<file path="config.mk">
export PLATFORM = sky130hd
export DESIGN_NAME = multi_mode_crc8_checksum_flat
export DESIGN_NICKNAME = d
export VERILOG_FILES = /design/src/rtl/core/mmcrc_pkg.sv /design/src/rtl/core/mmcrc_msg_if.sv /design/src/rtl/core/mmcrc_result_if.sv /design/src/rtl/core/mmcrc_fold.sv /design/src/rtl/core/multi_mode_crc8_checksum.sv /design/src/flat_wrapper.sv
export SDC_FILE = /design/constraint.sdc
export NUM_CORES = 1
export LEC_CHECK = 0
export BUFFER_PORTS_ARGS = -buffer_cell sky130_fd_sc_hd__buf_2
export CAP_MARGIN = 20
export CORE_MARGIN = 2
export CORE_UTILIZATION = 40
export CTS_CLUSTER_DIAMETER = 150
export CTS_CLUSTER_SIZE = 20
export DETAILED_ROUTE_END_ITERATION = 12
export SETUP_SLACK_MARGIN = 0.4
export SLEW_MARGIN = 10
export SYNTH_ARGS = -nofsm -noshare
export SYNTH_HDL_FRONTEND = slang
export SYNTH_SLANG_ARGS = --single-unit
export TNS_END_PERCENT = 5
</file>
<file path="constraint.sdc">
create_clock -name clk -period 5.23 [get_ports clk]
set_input_delay 0.2615 -clock clk [delete_from_list [all_inputs] [get_ports clk]]
set_output_delay 0.2615 -clock clk [all_outputs]
set_load 0.005 [all_outputs]
</file>
<file path="src/rtl/core/mmcrc_pkg.sv">
package mmcrc_pkg;

    // Mode register codes
    typedef logic [2:0] mode_t;

    localparam mode_t MODE_BCC   = 3'd0;
    localparam mode_t MODE_LRC   = 3'd1;
    localparam mode_t MODE_REF31 = 3'd2;
    localparam mode_t MODE_REF07 = 3'd3;
    localparam mode_t MODE_ITU   = 3'd4;
    localparam mode_t MODE_CRC8  = 3'd5;

    // Configuration register indexes
    typedef logic [0:0] cfg_index_t;

    localparam cfg_index_t CFG_MODE = 1'b0;
    localparam cfg_index_t CFG_SEED = 1'b1;

    typedef logic [7:0] byte_t;

    // Polynomial and final-step constants
    localparam byte_t RPOLY_31   = 8'h8C;
    localparam byte_t RPOLY_07   = 8'hE0;
    localparam byte_t NPOLY_07   = 8'h07;
    localparam byte_t ITU_XOROUT = 8'h55;
    localparam byte_t ONE        = 8'h01;
    localparam byte_t MSB_MASK   = 8'h80;

endpackage

</file>
<file path="src/rtl/core/mmcrc_msg_if.sv">
interface mmcrc_msg_if;
    import mmcrc_pkg::*;

    logic  valid;
    logic  ready;
    byte_t data_byte;
    logic  last_byte;

    modport source (output valid, output data_byte, output last_byte, input ready);
    modport sink   (input valid, input data_byte, input last_byte, output ready);
endinterface

</file>
<file path="src/rtl/core/mmcrc_result_if.sv">
interface mmcrc_result_if;
    import mmcrc_pkg::*;

    logic  valid;
    logic  ready;
    byte_t checksum;

    modport source (output valid, output checksum, input ready);
    modport sink   (input valid, input checksum, output ready);
endinterface

</file>
<file path="src/rtl/core/mmcrc_fold.sv">
module mmcrc_fold (
    input  mmcrc_pkg::mode_t mode,
    input  mmcrc_pkg::byte_t acc,
    input  mmcrc_pkg::byte_t data_byte,
    output mmcrc_pkg::byte_t next_value,
    output mmcrc_pkg::byte_t checksum
);
    import mmcrc_pkg::*;

    // Shift eight bits through a reflected CRC register
    function automatic byte_t crc_reflected(input byte_t v_in, input byte_t rpoly);
        byte_t v;
        v = v_in;
        for (int k = 0; k < 8; k++) begin
            if ((v & ONE) != 8'h00)
                v = (v >> 1) ^ rpoly;
            else
                v = v >> 1;
        end
        return v;
    endfunction

    // Shift eight bits through a normal CRC register
    function automatic byte_t crc_normal(input byte_t v_in, input byte_t poly);
        byte_t v;
        v = v_in;
        for (int k = 0; k < 8; k++) begin
            if ((v & MSB_MASK) != 8'h00)
                v = (v << 1) ^ poly;
            else
                v = v << 1;
        end
        return v;
    endfunction

    byte_t mixed;

    assign mixed = acc ^ data_byte;

    // Fold the byte into the running value
    always_comb
    begin
        unique case (mode) inside
            MODE_LRC:             next_value = acc + data_byte;
            MODE_REF31:           next_value = crc_reflected(mixed, RPOLY_31);
            MODE_REF07:           next_value = crc_reflected(mixed, RPOLY_07);
            MODE_ITU, MODE_CRC8:  next_value = crc_normal(mixed, NPOLY_07);
            default:              next_value = mixed;
        endcase
    end

    // Apply the final negate or XOR
    always_comb
    begin
        unique case (mode) inside
            MODE_LRC: checksum = (~next_value) + ONE;
            MODE_ITU: checksum = next_value ^ ITU_XOROUT;
            default:  checksum = next_value;
        endcase
    end

endmodule

</file>
<file path="src/rtl/core/multi_mode_crc8_checksum.sv">
// Path: a last byte accepted into the input register is folded there, and its
// checksum is then registered in the output register, from which it is taken.
// Throughput: one byte per cycle; a last byte waits in the input register only
// while the previous checksum is still untaken at the output register.
// Reset: rst_n is asynchronous and active low; it empties both registers,
// clears mode and seed to zero and makes the next byte start a message.
module multi_mode_crc8_checksum (
    input  logic                    clk,
    input  logic                    rst_n,
    input  logic                    wr_en,
    input  mmcrc_pkg::cfg_index_t   wr_index,
    input  mmcrc_pkg::byte_t        wr_data,
    mmcrc_msg_if.sink               msg,
    mmcrc_result_if.source          result
);
    import mmcrc_pkg::*;

    mode_t mode_reg;
    byte_t seed_reg;
    byte_t running_reg;
    logic  in_msg_reg;

    logic  s1_valid_reg;
    byte_t s1_byte_reg;
    logic  s1_last_reg;

    logic  out_valid_reg;
    byte_t out_sum_reg;

    logic  s1_advance;
    byte_t start_value;
    byte_t fold_next;
    byte_t fold_sum;

    // Configuration writes
    always_ff @(posedge clk or negedge rst_n)
    begin
        if (!rst_n)
        begin
            mode_reg <= MODE_BCC;
            seed_reg <= '0;
        end
        else if (wr_en)
        begin
            unique case (wr_index)
                CFG_MODE: mode_reg <= wr_data[2:0];
                CFG_SEED: seed_reg <= wr_data;
                default:  ;
            endcase
        end
    end

    // Advance the held item unless it is a last byte blocked at the output
    assign s1_advance = s1_valid_reg && (!s1_last_reg || !out_valid_reg || result.ready);
    assign msg.ready  = !s1_valid_reg || s1_advance;

    // Input register
    always_ff @(posedge clk or negedge rst_n)
    begin
        if (!rst_n)
            s1_valid_reg <= 1'b0;
        else if (msg.ready)
            s1_valid_reg <= msg.valid;
    end

    always_ff @(posedge clk)
    begin
        if (msg.ready && msg.valid)
        begin
            s1_byte_reg <= msg.data_byte;
            s1_last_reg <= msg.last_byte;
        end
    end

    // Restart from the seed at a message start
    assign start_value = in_msg_reg ? running_reg : seed_reg;

    mmcrc_fold u_fold (
        .mode       (mode_reg),
        .acc        (start_value),
        .data_byte  (s1_byte_reg),
        .next_value (fold_next),
        .checksum   (fold_sum)
    );

    // Running check state
    always_ff @(posedge clk or negedge rst_n)
    begin
        if (!rst_n)
        begin
            running_reg <= '0;
            in_msg_reg  <= 1'b0;
        end
        else if (s1_advance)
        begin
            running_reg <= fold_next;
            in_msg_reg  <= !s1_last_reg;
        end
    end

    // Result register
    always_ff @(posedge clk or negedge rst_n)
    begin
        if (!rst_n)
            out_valid_reg <= 1'b0;
        else if (s1_advance && s1_last_reg)
            out_valid_reg <= 1'b1;
        else if (result.ready)
            out_valid_reg <= 1'b0;
    end

    always_ff @(posedge clk)
    begin
        if (s1_advance && s1_last_reg)
            out_sum_reg <= fold_sum;
    end

    assign result.valid    = out_valid_reg;
    assign result.checksum = out_sum_reg;

endmodule

</file>
<file path="src/flat_wrapper.sv">
// flat-port wrapper written by rule: the top's interface ports become plain ports
module multi_mode_crc8_checksum_flat import mmcrc_pkg::*;
  (clk, rst_n, wr_en, wr_index, wr_data, msg_valid, msg_data_byte, msg_last_byte, msg_ready, result_valid, result_checksum, result_ready);
  mmcrc_msg_if msg_i ();
  mmcrc_result_if result_i ();
  input  logic clk;
  input  logic rst_n;
  input  logic wr_en;
  input  mmcrc_pkg::cfg_index_t wr_index;
  input  mmcrc_pkg::byte_t wr_data;
  input wire logic [$bits(msg_i.valid)-1:0] msg_valid;
  input wire logic [$bits(msg_i.data_byte)-1:0] msg_data_byte;
  input wire logic [$bits(msg_i.last_byte)-1:0] msg_last_byte;
  output wire logic [$bits(msg_i.ready)-1:0] msg_ready;
  output wire logic [$bits(result_i.valid)-1:0] result_valid;
  output wire logic [$bits(result_i.checksum)-1:0] result_checksum;
  input wire logic [$bits(result_i.ready)-1:0] result_ready;
  assign msg_i.valid = msg_valid;
  assign msg_i.data_byte = msg_data_byte;
  assign msg_i.last_byte = msg_last_byte;
  assign msg_ready = msg_i.ready;
  assign result_valid = result_i.valid;
  assign result_checksum = result_i.checksum;
  assign result_i.ready = result_ready;
  multi_mode_crc8_checksum u_core (.clk(clk), .rst_n(rst_n), .wr_en(wr_en), .wr_index(wr_index), .wr_data(wr_data), .msg(msg_i), .result(result_i));
endmodule
</file>
Yosys cells after proc, flatten, opt, wreduce, memory -nomap -nowiden --
Cells that the tools add are included.
Operators by class: bitwise logic cells 28, reduce and logical (&&, ||, !) cells 13, mux-type cells 50, add/subtract/negate cells 2, equal/unequal tests 5
Operators by type and width (count):
- 2-to-1 mux 8 bit | 38
- NOT 2 -> 3 bit | 16
- case mux 8 bit (4 select lines) | 1
- 2-to-1 mux 3 bit | 8
- NOT 3 bit | 8
- case mux 8 bit (2 select lines) | 1
- adder 8 x 1 -> 8 bit, second input constant | 1
- adder 8 bit | 1
- NOT 8 bit | 1
- bitwise XOR 8 bit | 1
- equality test 3 x 2 -> 1 bit, second input constant | 2
- equality test 3 bit, second input constant | 2
- NOT 4 bit | 1
- AND reduction 2 bit | 2
- equality test 3 x 1 -> 1 bit, second input constant | 1
- logical AND 1 bit | 3
- zero test 1 bit | 3
- logical OR 1 bit | 3
- 2-to-1 mux 1 bit | 2
- nonzero test 2 bit | 1
- OR reduction 2 bit | 1
- NOT 1 bit | 1
Word-level totals: input bits 23, logic and storage cells 107, bits in registers 39, output and inout bits 10

Depth between registers and ports, before layout --
Gate-level depths: netlist of the first run.
word-level depth 29, depth in mapped cells 13, mapped depth without buffers 11

Modules after synthesis --
From an unflattened synthesis of the first run, not the netlist that was laid out.
Second synthesis, totals: cells, all modules 265, area, all modules 2927.8 um^2
By module, submodules not included:
- multi_mode_crc8_checksum | sequential area each 1061.0 um^2, cells each 81, times used 1, area an instance 1490.2 um^2
- mmcrc_fold | sequential area each 0.0 um^2, cells each 184, times used 1, area an instance 1437.6 um^2

Worst setup path before layout of the first run --
No wires, ideal clock.
kind register to register, start register u_core.in_msg_reg, end register u_core.out_sum_reg[7], in the netlist u_core.result.checksum[7] (data pin), data arrival time 3029 ps, path buffers 1, slack 1938 ps, library setup time 264 ps, period minus slack after synthesis 3292 ps, cell stages (with the launch flop) 13, data required time 4966 ps, cells stage by stage dfrtp_1 buf_6 mux2_2 ha_1 fa_1 a221o_1 a221oi_1 xnor2_1 a21oi_2 o21ai_0 a21o_1 o41ai_2 xnor2_1
On the way: longest elaborated chain between the ends 24, elaborated cells on any way between the ends 76, classes of those cells add/sub (2); mux (48); bitwise (26)
Ends and longest elaborated chain:
- start: declaration | line multi_mode_crc8_checksum.sv:21 | logic in_msg_reg;
- start signal: assignment | line multi_mode_crc8_checksum.sv:97 | in_msg_reg <= !s1_last_reg;
- 2-to-1 mux 8 bit * | line multi_mode_crc8_checksum.sv:76 | assign start_value = in_msg_reg ? running_reg : seed_reg;
- bitwise XOR 8 bit | line mmcrc_fold.sv:38 | assign mixed = acc ^ data_byte;
- NOT 2 -> 3 bit (no source line) or 2-to-1 mux 8 bit (tied branches)
- 2-to-1 mux 8 bit (on tied branches) | line mmcrc_fold.sv:15, mmcrc_fold.sv:43
- 2-to-1 mux 8 bit, or another cell as far along | line mmcrc_fold.sv:43 | unique case (mode) inside
- NOT 2 -> 3 bit (no source line), or another cell as far along
- 2-to-1 mux 8 bit, or another cell as far along | line mmcrc_fold.sv:15 | if ((v & ONE) != 8'h00)
- 2-to-1 mux 8 bit, or another cell as far along | line mmcrc_fold.sv:43
- [9 not listed]
- 2-to-1 mux 8 bit (on tied branches) | line mmcrc_fold.sv:15, mmcrc_fold.sv:43
- 2-to-1 mux 8 bit or NOT 2 -> 3 bit (tied branches)
- 2-to-1 mux 8 bit | line mmcrc_fold.sv:15
- case mux 8 bit (4 select lines) * | line mmcrc_fold.sv:43
- NOT 8 bit | line mmcrc_fold.sv:56 | MODE_LRC: checksum = (~next_value) + ONE;
- adder 8 x 1 -> 8 bit | line mmcrc_fold.sv:56
- case mux 8 bit (2 select lines) * | line mmcrc_fold.sv:55 | unique case (mode) inside
- via u_core.fold_sum[7] | line multi_mode_crc8_checksum.sv:33 | byte_t fold_sum;
- end signal: assignment | line multi_mode_crc8_checksum.sv:115 | out_sum_reg <= fold_sum;
- end: declaration | line multi_mode_crc8_checksum.sv:28 | byte_t out_sum_reg;
Mark *: on every way through the listed nets, which the timed path passes. The rest lies on a longest branch. The select of a mux whose other input is x is not followed. A chain may end at the register's enable or synchronous reset.

Final worst setup path of the first run --
Ends and elaborated chain as after synthesis.

==> impl_metrics.yaml, run 1 <==
global_route:
  first_global_vias: 1937
  grt_antenna_before_repair: 0
  grt_pass1_wl_um: 10100
  global_route_usage_over_all_layers: 0.179
  grt_max_degree: 28
  grt_overflow: 0
logic_synthesis:
  synth-warning-count: 0
  yosysSeqAreaShare: 0.395
  yosys_register_bits: 39
  synth_flop_cell: "sky130_fd_sc_hd__dfrtp_1"
  syn_std_cell_area_um2: 2690
  postSynthCellCount: 263
  syn_area_per_cell_um2: 10.2
  syn_nets: 298
  ys_async_rst_share: 0.564
  yosysUniqueCellTypes: 53
  synth-edff-count: 17
routing:
  wire_length_after_detailed_routing_um: 6060
  drc_errors: 0
  route.detailed.vias_per_inst: 5.61
  initialDrtViolationCount: 145
  final_antenna_net_count: 0
  drt-pass1-iter-count: 4
  num_vias: 2048
  average_wire_per_standard_cell_um: 16.6
clock_network:
  clk_transition_reported_paths_ps: 80
  clkLatencyLatePin_ps: 300
  cts_buffers: 5
  tritoncts_clock_tree: "done"
  clockBufferDepth: 2
  tritoncts_num_sinks: 39
  cts.root.buffer_cell: "sky130_fd_sc_hd__clkbuf_8"
  cts_repair_resize_count: 0
  h-tree-depth: 2
pwr:
  pwr_dens_nw_per_um2: 591
  power.ir.vdd_worst_mv: 0.198
  p_total_mw: 1.76
  leakage_nw: 1.22
timing:
  hold_viol_final: 0
  maxSlewHeadroom: 0.450
  rsz_0062_raised_after_global_routing: "false"
  worst_clock_skew_ps: 5.72
  final_period_minus_worst_setup_slack_ps: 3910
  final.setup.worst_slack_ps: 1320
  tightestPinTransition_ps: 824
  maxClockFrequency_mhz: 256
  final-max-slew-violation-count: 0
  post-route-period-util: 0.747
  finalSetupTns_ps: 0
  timing.final.setup_violations: 0
hold_path:
  hold_class: "in2reg"
  worst_hold_path.num_cells: 1
die:
  die-height_um: 86.0
  core_area_um2: 6420
  initial_core_util: 0.419
  top_level_i_o_count: 33
  die-area_um2: 7390
  die_extent_in_x_um: 86.0
  placementRows: 29
finish:
  layout.nets: 322
  final_layout_size_suffix_gt1_frac: 0.229
  regArea_um2: 1060
  area_taken_by_multi_input_logic_gates_um2: 1520
  num_antenna_cells: 0
  num-fill-cells: 595
  most_common_library_cell_in_the_layout_ignoring_fill_and_taps: "sky130_fd_sc_hd__buf_2"
  commonest_cells_after_routing_fill_and_taps_aside: "32 x sky130_fd_sc_hd__buf_2, 23 x sky130_fd_sc_hd__nand2_1, 22 x sky130_fd_sc_hd__o21ai_0, 22 x sky130_fd_sc_hd__dfrtp_1, 19 x sky130_fd_sc_hd__xnor2_1"
  area_delta_synth_final_pct: 10.6
critical_path:
  cp.arrival_ps: 3950
  cp.required_ps: 5280
  worstSetupEndpointType: "flip-flop"
  worst-setup-path-type: "reg2reg"
  crit_fanout: 12
  critPathLaunchType: "flip-flop"
  worst_r2r_path_depth: 11
status:
  status: "finished, final reports clean"
run:
  max_cap_violations: 0
placed_design:
  gp_congestion: 0.951
  pre_cts_slack_ps: 1340
  dp_hpwl_um: 4430
  placement.io_buffers: 32
-- metal layers --
layer | vias up | part of all wire | GRT usage
li1 | 999 | - | -
met1 | 977 | 0.46 | 0.248
met2 | 61 | 0.46 | 0.279
met3 | 11 | 0.062 | 0.0433
met4 | 0 | 0.019 | 0.0505
met5 | - | 0 | 0
-- repair_timing --
| action | in CTS | in global routing |
|---|---|---|
| setup buffers | 0 | 0 |
| hold buffers | 1 | 0 |
| endpoints found under the hold margin | 22 | 0 |
-- final cells by class --
cell class                 count  area share
multi-input combinational    200       0.512
sequential                    39       0.357
timing repair buffer          33      0.0572
tap                           77      0.0324
clock buffer                   7      0.0290
inverter                       8      0.0101
clock inverter                 1     0.00294
-- cell families (layout without fill, tap and decap cells) --
family	after synthesis	after routing	share of synthesized area
AO/OA/AOI/OAI	68	68	0.173
AND/OR/NAND/NOR	63	63	0.107
flip-flops	39	39	0.395
XOR/XNOR	36	36	0.136
buffers and inverters	24	49	0.0396
multiplexers	21	21	0.0907
adder cells (fa/ha/maj)	12	12	0.0586
-- worst max-delay path: stages, from the launching register on --
cell and delay [ps]:
sky130_fd_sc_hd__dfrtp_1 600, sky130_fd_sc_hd__mux2_2 390, sky130_fd_sc_hd__ha_1 480, sky130_fd_sc_hd__ha_1 280, sky130_fd_sc_hd__a221o_1 370, sky130_fd_sc_hd__a221oi_1 390, sky130_fd_sc_hd__xnor2_1 130, sky130_fd_sc_hd__a21oi_2 320
sky130_fd_sc_hd__o21ai_0 120, sky130_fd_sc_hd__a21o_1 240, sky130_fd_sc_hd__o41ai_2 230, sky130_fd_sc_hd__xnor2_1 100
-- power breakdown --
| part | switching, mW | leakage [nW] | total (mW) | internal, mW |
|---|---|---|---|---|
| clock | 0.112 | 0.0489 | 0.221 | 0.109 |
| sequential | 0.0581 | 0.425 | 0.464 | 0.406 |
| combinational | 0.601 | 0.745 | 1.07 | 0.470 |
| total | 0.771 | 1.22 | 1.76 | 0.985 |
-- synth_stat cells (all sizes together), types with 4 or more instances --
cell	number	area, µm²
a211oi	4	42.5
a21oi	13	72.6
buf	8	46.3
clkbuf	8	30.0
dfrtp	22	551
edfxtp	17	510
ha	11	138
inv	7	26.3
mux2	17	191
mux2i	4	52.6
nand2	23	86.3
nor2	17	63.8
nor3	9	45.0
o211ai	5	37.5
o21ai	22	110
xnor2	20	183
xor2	13	114
-- stage by stage --
stage / util / cell area, µm² / hold WS [ps] / cells
2_1_floorplan: - / 2690 / -34.1 / 263
3_3_place_gp: 0.447 / 2870 / 255 / 356
3_5_place_dp: 0.447 / 2870 / 261 / 356
4_1_cts: 0.463 / 2970 / 129 / 365
5_1_grt: 0.463 / 2970 / 113 / 365
6_report: 0.463 / 2970 / 136 / 365
-- path summary, 6_finish.rpt --
path / startpoint / slack, ps / end
setup / recovery: u_core.in_msg_reg / 1320 / u_core.result.checksum[7]
hold / removal: msg_data_byte[3] / 140 / u_core.s1_byte_reg[3]
setup reg to reg: u_core.in_msg_reg / 1320 / u_core.result.checksum[7]
hold reg to reg: u_core.running_reg[1] / 510 / u_core.running_reg[1]
max in group asynchronous: rst_n / 4430 / u_core.mode_reg[2]
min in group asynchronous: rst_n / 460 / u_core.seed_reg[6]
(Power assumes the default switching activity.)
==> run 2, diff against run 1 <==
==> constraint.sdc (replaced) <==
create_clock -name clk -period 3.6 [get_ports clk]
set_input_delay 0.18 -clock clk [delete_from_list [all_inputs] [get_ports clk]]
set_output_delay 0.18 -clock clk [all_outputs]
set_load 0.005 [all_outputs]
==> run 2 against run 1 <==
Worst setup slack got worse by 1100 ps. Clock-buffer cell count fell by 1. Via count rose by 6.3%. Combinational power rose by 83%. Core utilization rose by 5.8 points. Sequential cell count did not move. Die area did not move. Critical path depth rose by 1. Cell area rose by 12%. Final cell count rose by 9.3%.
==> impl_metrics.yaml, run 2 (synthesized netlist as in run 1, its figures left out) <==
die:
  placementRows: 29
  core_area_um2: 6420
  top_level_i_o_count: 33
  die_extent_in_x_um: 86.0
  die-area_um2: 7390
  die-height_um: 86.0
  initial_core_util: 0.419
finish:
  num_antenna_cells: 0
  num-fill-cells: 569
  layout.nets: 356
  final_layout_size_suffix_gt1_frac: 0.342
  post-route-cell-area_um2: 3350
  commonest_cells_after_routing_fill_and_taps_aside: "33 x sky130_fd_sc_hd__buf_4, 32 x sky130_fd_sc_hd__buf_2, 23 x sky130_fd_sc_hd__nand2_1"
  regArea_um2: 1060
  area_taken_by_multi_input_logic_gates_um2: 1590
  most_common_library_cell_in_the_layout_ignoring_fill_and_taps: "sky130_fd_sc_hd__buf_4"
  area_delta_synth_final_pct: 24.4
clock_network:
  tritoncts_num_sinks: 39
  h-tree-depth: 2
  clockBufferDepth: 2
  clk_transition_reported_paths_ps: 90
  clkLatencyLatePin_ps: 300
  cts.root.buffer_cell: "sky130_fd_sc_hd__clkbuf_8"
  tritoncts_clock_tree: "done"
  cts_buffers: 5
critical_path:
  cp.arrival_ps: 3400
  worst_r2r_startpoint: "u_core.in_msg_reg"
  r2r_setup_slack_ps: 240
  worst-setup-path-type: "reg2reg"
  critPathLaunchType: "flip-flop"
  crit_fanout: 7
  worstReg2RegEnd: "u_core.result.checksum[7]"
  worstSetupEndpointType: "flip-flop"
  critical_path.endpoint: "u_core.result.checksum[7]"
  cp.required_ps: 3640
  setup.worst_path.start: "u_core.in_msg_reg"
  worst_r2r_path_depth: 12
routing:
  wire_length_after_detailed_routing_um: 6640
  wl_met1_um: 3110
  drt-pass1-iter-count: 4
  num_vias: 2176
  route.detailed.vias_per_inst: 5.45
  drc_errors: 0
  average_wire_per_standard_cell_um: 16.6
  initialDrtViolationCount: 173
  met3_wirelength_um: 297
  route.top_layer_used: "met4"
  wl_met2_um: 3020
  final_antenna_net_count: 0
global_route:
  grt_max_degree: 27
  first_global_vias: 2095
  grt_pass1_wl_um: 10600
  grt_overflow: 0
  global_route_usage_over_all_layers: 0.184
  grt_antenna_before_repair: 0
timing:
  holdWs_ps: 54.2
  post-route-period-util: 0.933
  worst_clock_skew_ps: 5.93
  tightestPinTransition_ps: 489
  maxSlewHeadroom: 0.671
  maxClockFrequency_mhz: 298
  hold_viol_final: 0
  final.setup.worst_slack_ps: 242
  timing.final.setup_violations: 0
  final-max-slew-violation-count: 0
  rsz_0062_raised_after_global_routing: "true"
  finalSetupTns_ps: 0
  final_period_minus_worst_setup_slack_ps: 3360
pwr:
  power.ir.vdd_worst_mv: 0.338
  p_int_mw: 1.82
  comb_power_share: 0.642
  switching_power_mw: 1.23
  power_frac_seq: 0.218
  pwr_dens_nw_per_um2: 912
  leakage_nw: 1.42
  p_total_mw: 3.05
  power.clock.fraction: 0.140
  power.switching_fraction: 0.403
placed_design:
  gp_congestion: 0.960
  placement.io_buffers: 32
  pre_cts_slack_ps: 16.8
  placed_cell_area_um2: 3070
  dp_hpwl_um: 4890
status:
  status: "finished, final reports clean"
hold_path:
  hold_class: "in2reg"
run:
  max_cap_violations: 0
[run 2: cell count changes in the layout (fill, tap and decap cells not counted), moves of 2 or more]
cell / previous run / this run
sky130_fd_sc_hd__buf_4: 0 / 33
sky130_fd_sc_hd__ha_1: 11 / 8
sky130_fd_sc_hd__ha_4: 0 / 3
sky130_fd_sc_hd__mux2_2: 17 / 15
sky130_fd_sc_hd__mux2_4: 0 / 2
sky130_fd_sc_hd__o21ai_0: 22 / 20
sky130_fd_sc_hd__o21ai_1: 0 / 2
[run 2: metrics by stage]
stage	cells	utilization
after floorplan	263	-
after global placement	381	0.477
after detailed placement	381	0.477
after CTS	393	0.507
after global routing	399	0.521
final	399	0.521
[run 2: repair_timing]
item | in CTS | in global routing
setup buffers | 3 | 6
hold endpoints to repair | 22 | 0
endpoints found under the setup margin | 7 | 6
hold buffers | 1 | 0
gates resized for setup | 6 | 7
pin swaps | 6 | 11
[run 2: worst max-delay path, stage by stage, from the launching register on]
cell,delay [ps]
sky130_fd_sc_hd__dfrtp_2,480
sky130_fd_sc_hd__buf_6,140
sky130_fd_sc_hd__mux2_4,310
sky130_fd_sc_hd__ha_1,420
sky130_fd_sc_hd__xnor2_2,180
sky130_fd_sc_hd__buf_4,150
sky130_fd_sc_hd__xnor2_1,130
sky130_fd_sc_hd__xnor2_1,270
sky130_fd_sc_hd__mux2i_1,130
sky130_fd_sc_hd__xor2_1,160
sky130_fd_sc_hd__o22ai_1,400
sky130_fd_sc_hd__o41ai_2,160
sky130_fd_sc_hd__xnor2_1,170
[run 2: final cells by class]
class	count	share of cell area
Inverter	8	0.00898
Clock inverter	2	0.0123
Tap cell	77	0.0288
Timing Repair Buffer	67	0.128
Clock buffer	6	0.0280
Sequential cell	39	0.318
Multi-Input combinational cell	200	0.476
[run 2: layer usage]
metal / vias to the layer above / GRT usage
li1: 1069 / -
met1: 1010 / 0.253
met2: 81 / 0.284
met3: 16 / 0.0356
met4: 0 / 0.0765
met5: - / 0
[run 2: how the worst min path moves through the flow]
| stage | slack, ps | from | end | depth (start not counted) |
|---|---|---|---|---|
| 4_1_cts | 50 | msg_data_byte[6] | u_core.s1_byte_reg[6] | 1 |
| 3_3_place_gp | 170 | rst_n | u_core.seed_reg[7] | 1 |
| 2_1_floorplan | -120 | rst_n | u_core.in_msg_reg | 0 |
| 3_5_place_dp | 160 | rst_n | u_core.seed_reg[7] | 1 |
| 6_report | 50 | msg_data_byte[1] | u_core.s1_byte_reg[1] | 1 |
| 5_1_grt | 40 | msg_data_byte[0] | u_core.s1_byte_reg[0] | 1 |
[run 2: power groups by stage]
stage               Sequential, mW  Combinational, mW  Clock (mW)
CTS                          0.659               1.86       0.431
floorplan                    0.638               1.27           0
finish                       0.664               1.96       0.428
global route                 0.674               2.12       0.455
global placement             0.667               1.79           0
detailed placement           0.667               1.80           0
==> run 3, diff against run 2 <==
--- a/config.mk
+++ b/config.mk
@@ -7,14 +7,14 @@
 export LEC_CHECK = 0
 export BUFFER_PORTS_ARGS = -buffer_cell sky130_fd_sc_hd__buf_2
 export CAP_MARGIN = 20
-export CORE_MARGIN = 2
 export CORE_UTILIZATION = 40
 export CTS_CLUSTER_DIAMETER = 150
 export CTS_CLUSTER_SIZE = 20
 export DETAILED_ROUTE_END_ITERATION = 12
-export SETUP_SLACK_MARGIN = 0.4
+export SETUP_SLACK_MARGIN = 0.2
 export SLEW_MARGIN = 10
 export SYNTH_ARGS = -nofsm -noshare
 export SYNTH_HDL_FRONTEND = slang
+export SYNTH_HIERARCHICAL = 1
 export SYNTH_SLANG_ARGS = --single-unit
 export TNS_END_PERCENT = 5
==> run 3 against run 2 <==
Critical path type unchanged. Synthesized cell count grew 0.76%. Hold slack barely moved. Final cell count rose by 1.8%. Largest power group unchanged. Sequential cell count stayed put. First-iteration DRC count fell by 39%. Non-clock buffer count down 11. Sequential power shrank 1%. Die area increased by 3.7%. Cell area grew 4.7%. Core utilization down 1.6 points.
==> impl_metrics.yaml, run 3 <==
status:
  status: "finished, final reports clean"
routing:
  drt-pass1-iter-count: 4
  initialDrtViolationCount: 106
  num_vias: 2172
  wire_length_after_detailed_routing_um: 6600
  final_antenna_net_count: 0
  drc_errors: 0
  route.detailed.vias_per_inst: 5.35
  average_wire_per_standard_cell_um: 16.2
die:
  die_extent_in_x_um: 87.6
  core_area_um2: 6940
  top_level_i_o_count: 33
  die-area_um2: 7670
  initial_core_util: 0.422
  placementRows: 30
  die-height_um: 87.6
logic_synthesis:
  syn_area_per_cell_um2: 11.0
  synth_flop_cell: "sky130_fd_sc_hd__dfrtp_1"
  yosysUniqueCellTypes: 64
  post-synth-top-area-cell: "sky130_fd_sc_hd__dfrtp_1"
  yosys_register_bits: 39
  synth-edff-count: 17
  synthMostInstantiatedCell: "sky130_fd_sc_hd__dfrtp_1"
  syn_nets: 301
  syn_std_cell_area_um2: 2930
  synth-warning-count: 6
  synthTopCellsByCount: "22 x sky130_fd_sc_hd__dfrtp_1, 21 x sky130_fd_sc_hd__xnor2_1, 20 x sky130_fd_sc_hd__mux2_2"
  post_synth_main_area_contributors: "sky130_fd_sc_hd__dfrtp_1 19%, sky130_fd_sc_hd__edfxtp_1 17%, sky130_fd_sc_hd__mux2_2 7.7%"
  yosysSeqAreaShare: 0.362
  ys_async_rst_share: 0.564
  synth_top_area_frac: 0.188
  postSynthCellCount: 265
clock_network:
  h-tree-depth: 2
  tritoncts_num_sinks: 39
  clkLatencyLatePin_ps: 290
  tritoncts_clock_tree: "done"
  clockBufferDepth: 2
  clk_transition_reported_paths_ps: 80
  cts_buffers: 5
  cts.root.buffer_cell: "sky130_fd_sc_hd__clkbuf_8"
critical_path:
  worst_r2r_path_depth: 10
  cp.required_ps: 3640
  critPathLaunchType: "flip-flop"
  critical_path.endpoint: "u_core/result.checksum[7]"
  worst-setup-path-type: "reg2reg"
  worst_r2r_startpoint: "u_core/in_msg_reg"
  worstReg2RegEnd: "u_core/result.checksum[7]"
  crit_fanout: 4
  worstSetupEndpointType: "flip-flop"
  cp.arrival_ps: 3300
  setup.worst_path.start: "u_core/in_msg_reg"
  r2r_setup_slack_ps: 340
pwr:
  p_total_mw: 3.04
  leakage_nw: 1.48
  power.ir.vdd_worst_mv: 0.306
  pwr_dens_nw_per_um2: 867
timing:
  tightestPinTransition_ps: 584
  finalSetupTns_ps: 0
  holdWs_ps: 54.3
  maxSlewHeadroom: 0.609
  hold_viol_final: 0
  timing.final.setup_violations: 0
  final-max-slew-violation-count: 0
  maxClockFrequency_mhz: 307
  final.setup.worst_slack_ps: 339
  rsz_0062_raised_after_global_routing: "true"
  final_period_minus_worst_setup_slack_ps: 3260
  worst_clock_skew_ps: 11.6
  post-route-period-util: 0.906
global_route:
  grt_overflow: 0
  grt_pass1_wl_um: 10500
  grt_antenna_before_repair: 0
  global_route_usage_over_all_layers: 0.184
  first_global_vias: 2055
  grt_max_degree: 23
finish:
  final_layout_size_suffix_gt1_frac: 0.394
  num-fill-cells: 622
  post-route-cell-area_um2: 3500
  final_core_util: 0.505
  num_antenna_cells: 0
  regArea_um2: 1060
  area_delta_synth_final_pct: 19.7
  layout.nets: 345
  area_taken_by_multi_input_logic_gates_um2: 1820
  final_std_cells_w_o_fill: 406
  commonest_cells_after_routing_fill_and_taps_aside: "32 x sky130_fd_sc_hd__buf_2, 22 x sky130_fd_sc_hd__dfrtp_1, 22 x sky130_fd_sc_hd__buf_4"
  most_common_library_cell_in_the_layout_ignoring_fill_and_taps: "sky130_fd_sc_hd__buf_2"
placed_design:
  dp_cells: 393
  placement.io_buffers: 32
  dp_hpwl_um: 5080
  pre_cts_slack_ps: 109
  placed_cell_area_um2: 3240
  gp_congestion: 0.908
run:
  max_cap_violations: 0
hold_path:
  worst_hold_path.num_cells: 1
  hold_class: "in2reg"
## run 3: what timing repair did
action / CTS / global route
setup buffers: 0 / 4
gates resized for setup: 2 / 18
endpoints found under the hold margin: 22 / 0
pin swaps: 0 / 8
setup endpoints to repair: 4 / 4
hold buffers: 1 / 0
## run 3: layout make-up
type                    instances  share of cell area
flip-flops and latches         39               0.303
repair buffers                 56              0.0989
multi-input cells             195               0.519
clock buffers                   5              0.0196
clock inverters                 3              0.0125
well taps                      96              0.0343
inverters                      12              0.0129
## run 3: worst max-delay path, stage by stage, from the launching register on
cell	delay, ps
sky130_fd_sc_hd__dfrtp_1	410
sky130_fd_sc_hd__mux2_2	360
sky130_fd_sc_hd__ha_1	260
sky130_fd_sc_hd__fa_2	380
sky130_fd_sc_hd__a221o_1	380
sky130_fd_sc_hd__mux2_4	310
sky130_fd_sc_hd__a2111oi_2	350
sky130_fd_sc_hd__a211o_2	180
sky130_fd_sc_hd__nand2_2	50
sky130_fd_sc_hd__o41ai_2	230
sky130_fd_sc_hd__xnor2_1	90
## run 3: logic make-up after synthesis
family,after synthesis,synth area share
compound gates,56,0.141
xor+xnor,36,0.147
fa+ha+maj,13,0.0581
buf+inv,31,0.0534
flops,39,0.362
mux,30,0.126
simple gates,60,0.111
## run 3: worst min-delay path by stage
stage | start | end
floorplan | rst_n | u_core/in_msg_reg
global placement | rst_n | u_core/mode_reg[2]
detailed placement | rst_n | u_core/mode_reg[0]
CTS | msg_last_byte | u_core/s1_last_reg
global route | msg_data_byte[6] | u_core/s1_byte_reg[6]
finish | msg_last_byte | u_core/s1_last_reg
## run 3: power by group
part | internal, mW | switching (mW) | total [mW] | leakage (nW)
registers | 0.592 | 0.0654 | 0.657 | 0.422
clock network | 0.206 | 0.154 | 0.360 | 0.0581
logic | 1.05 | 0.977 | 2.02 | 1.00
total | 1.84 | 1.20 | 3.04 | 1.48
## run 3: layer usage
layer  track usage  up-vias  share of wire  routed length, µm
met5             0        -              0                  0
met4        0.0358        0         0.0053                 35
met3        0.0311        4          0.048                319
met2         0.295       66           0.47               3100
met1         0.262     1048           0.48               3140
li1              -     1054              -                  -
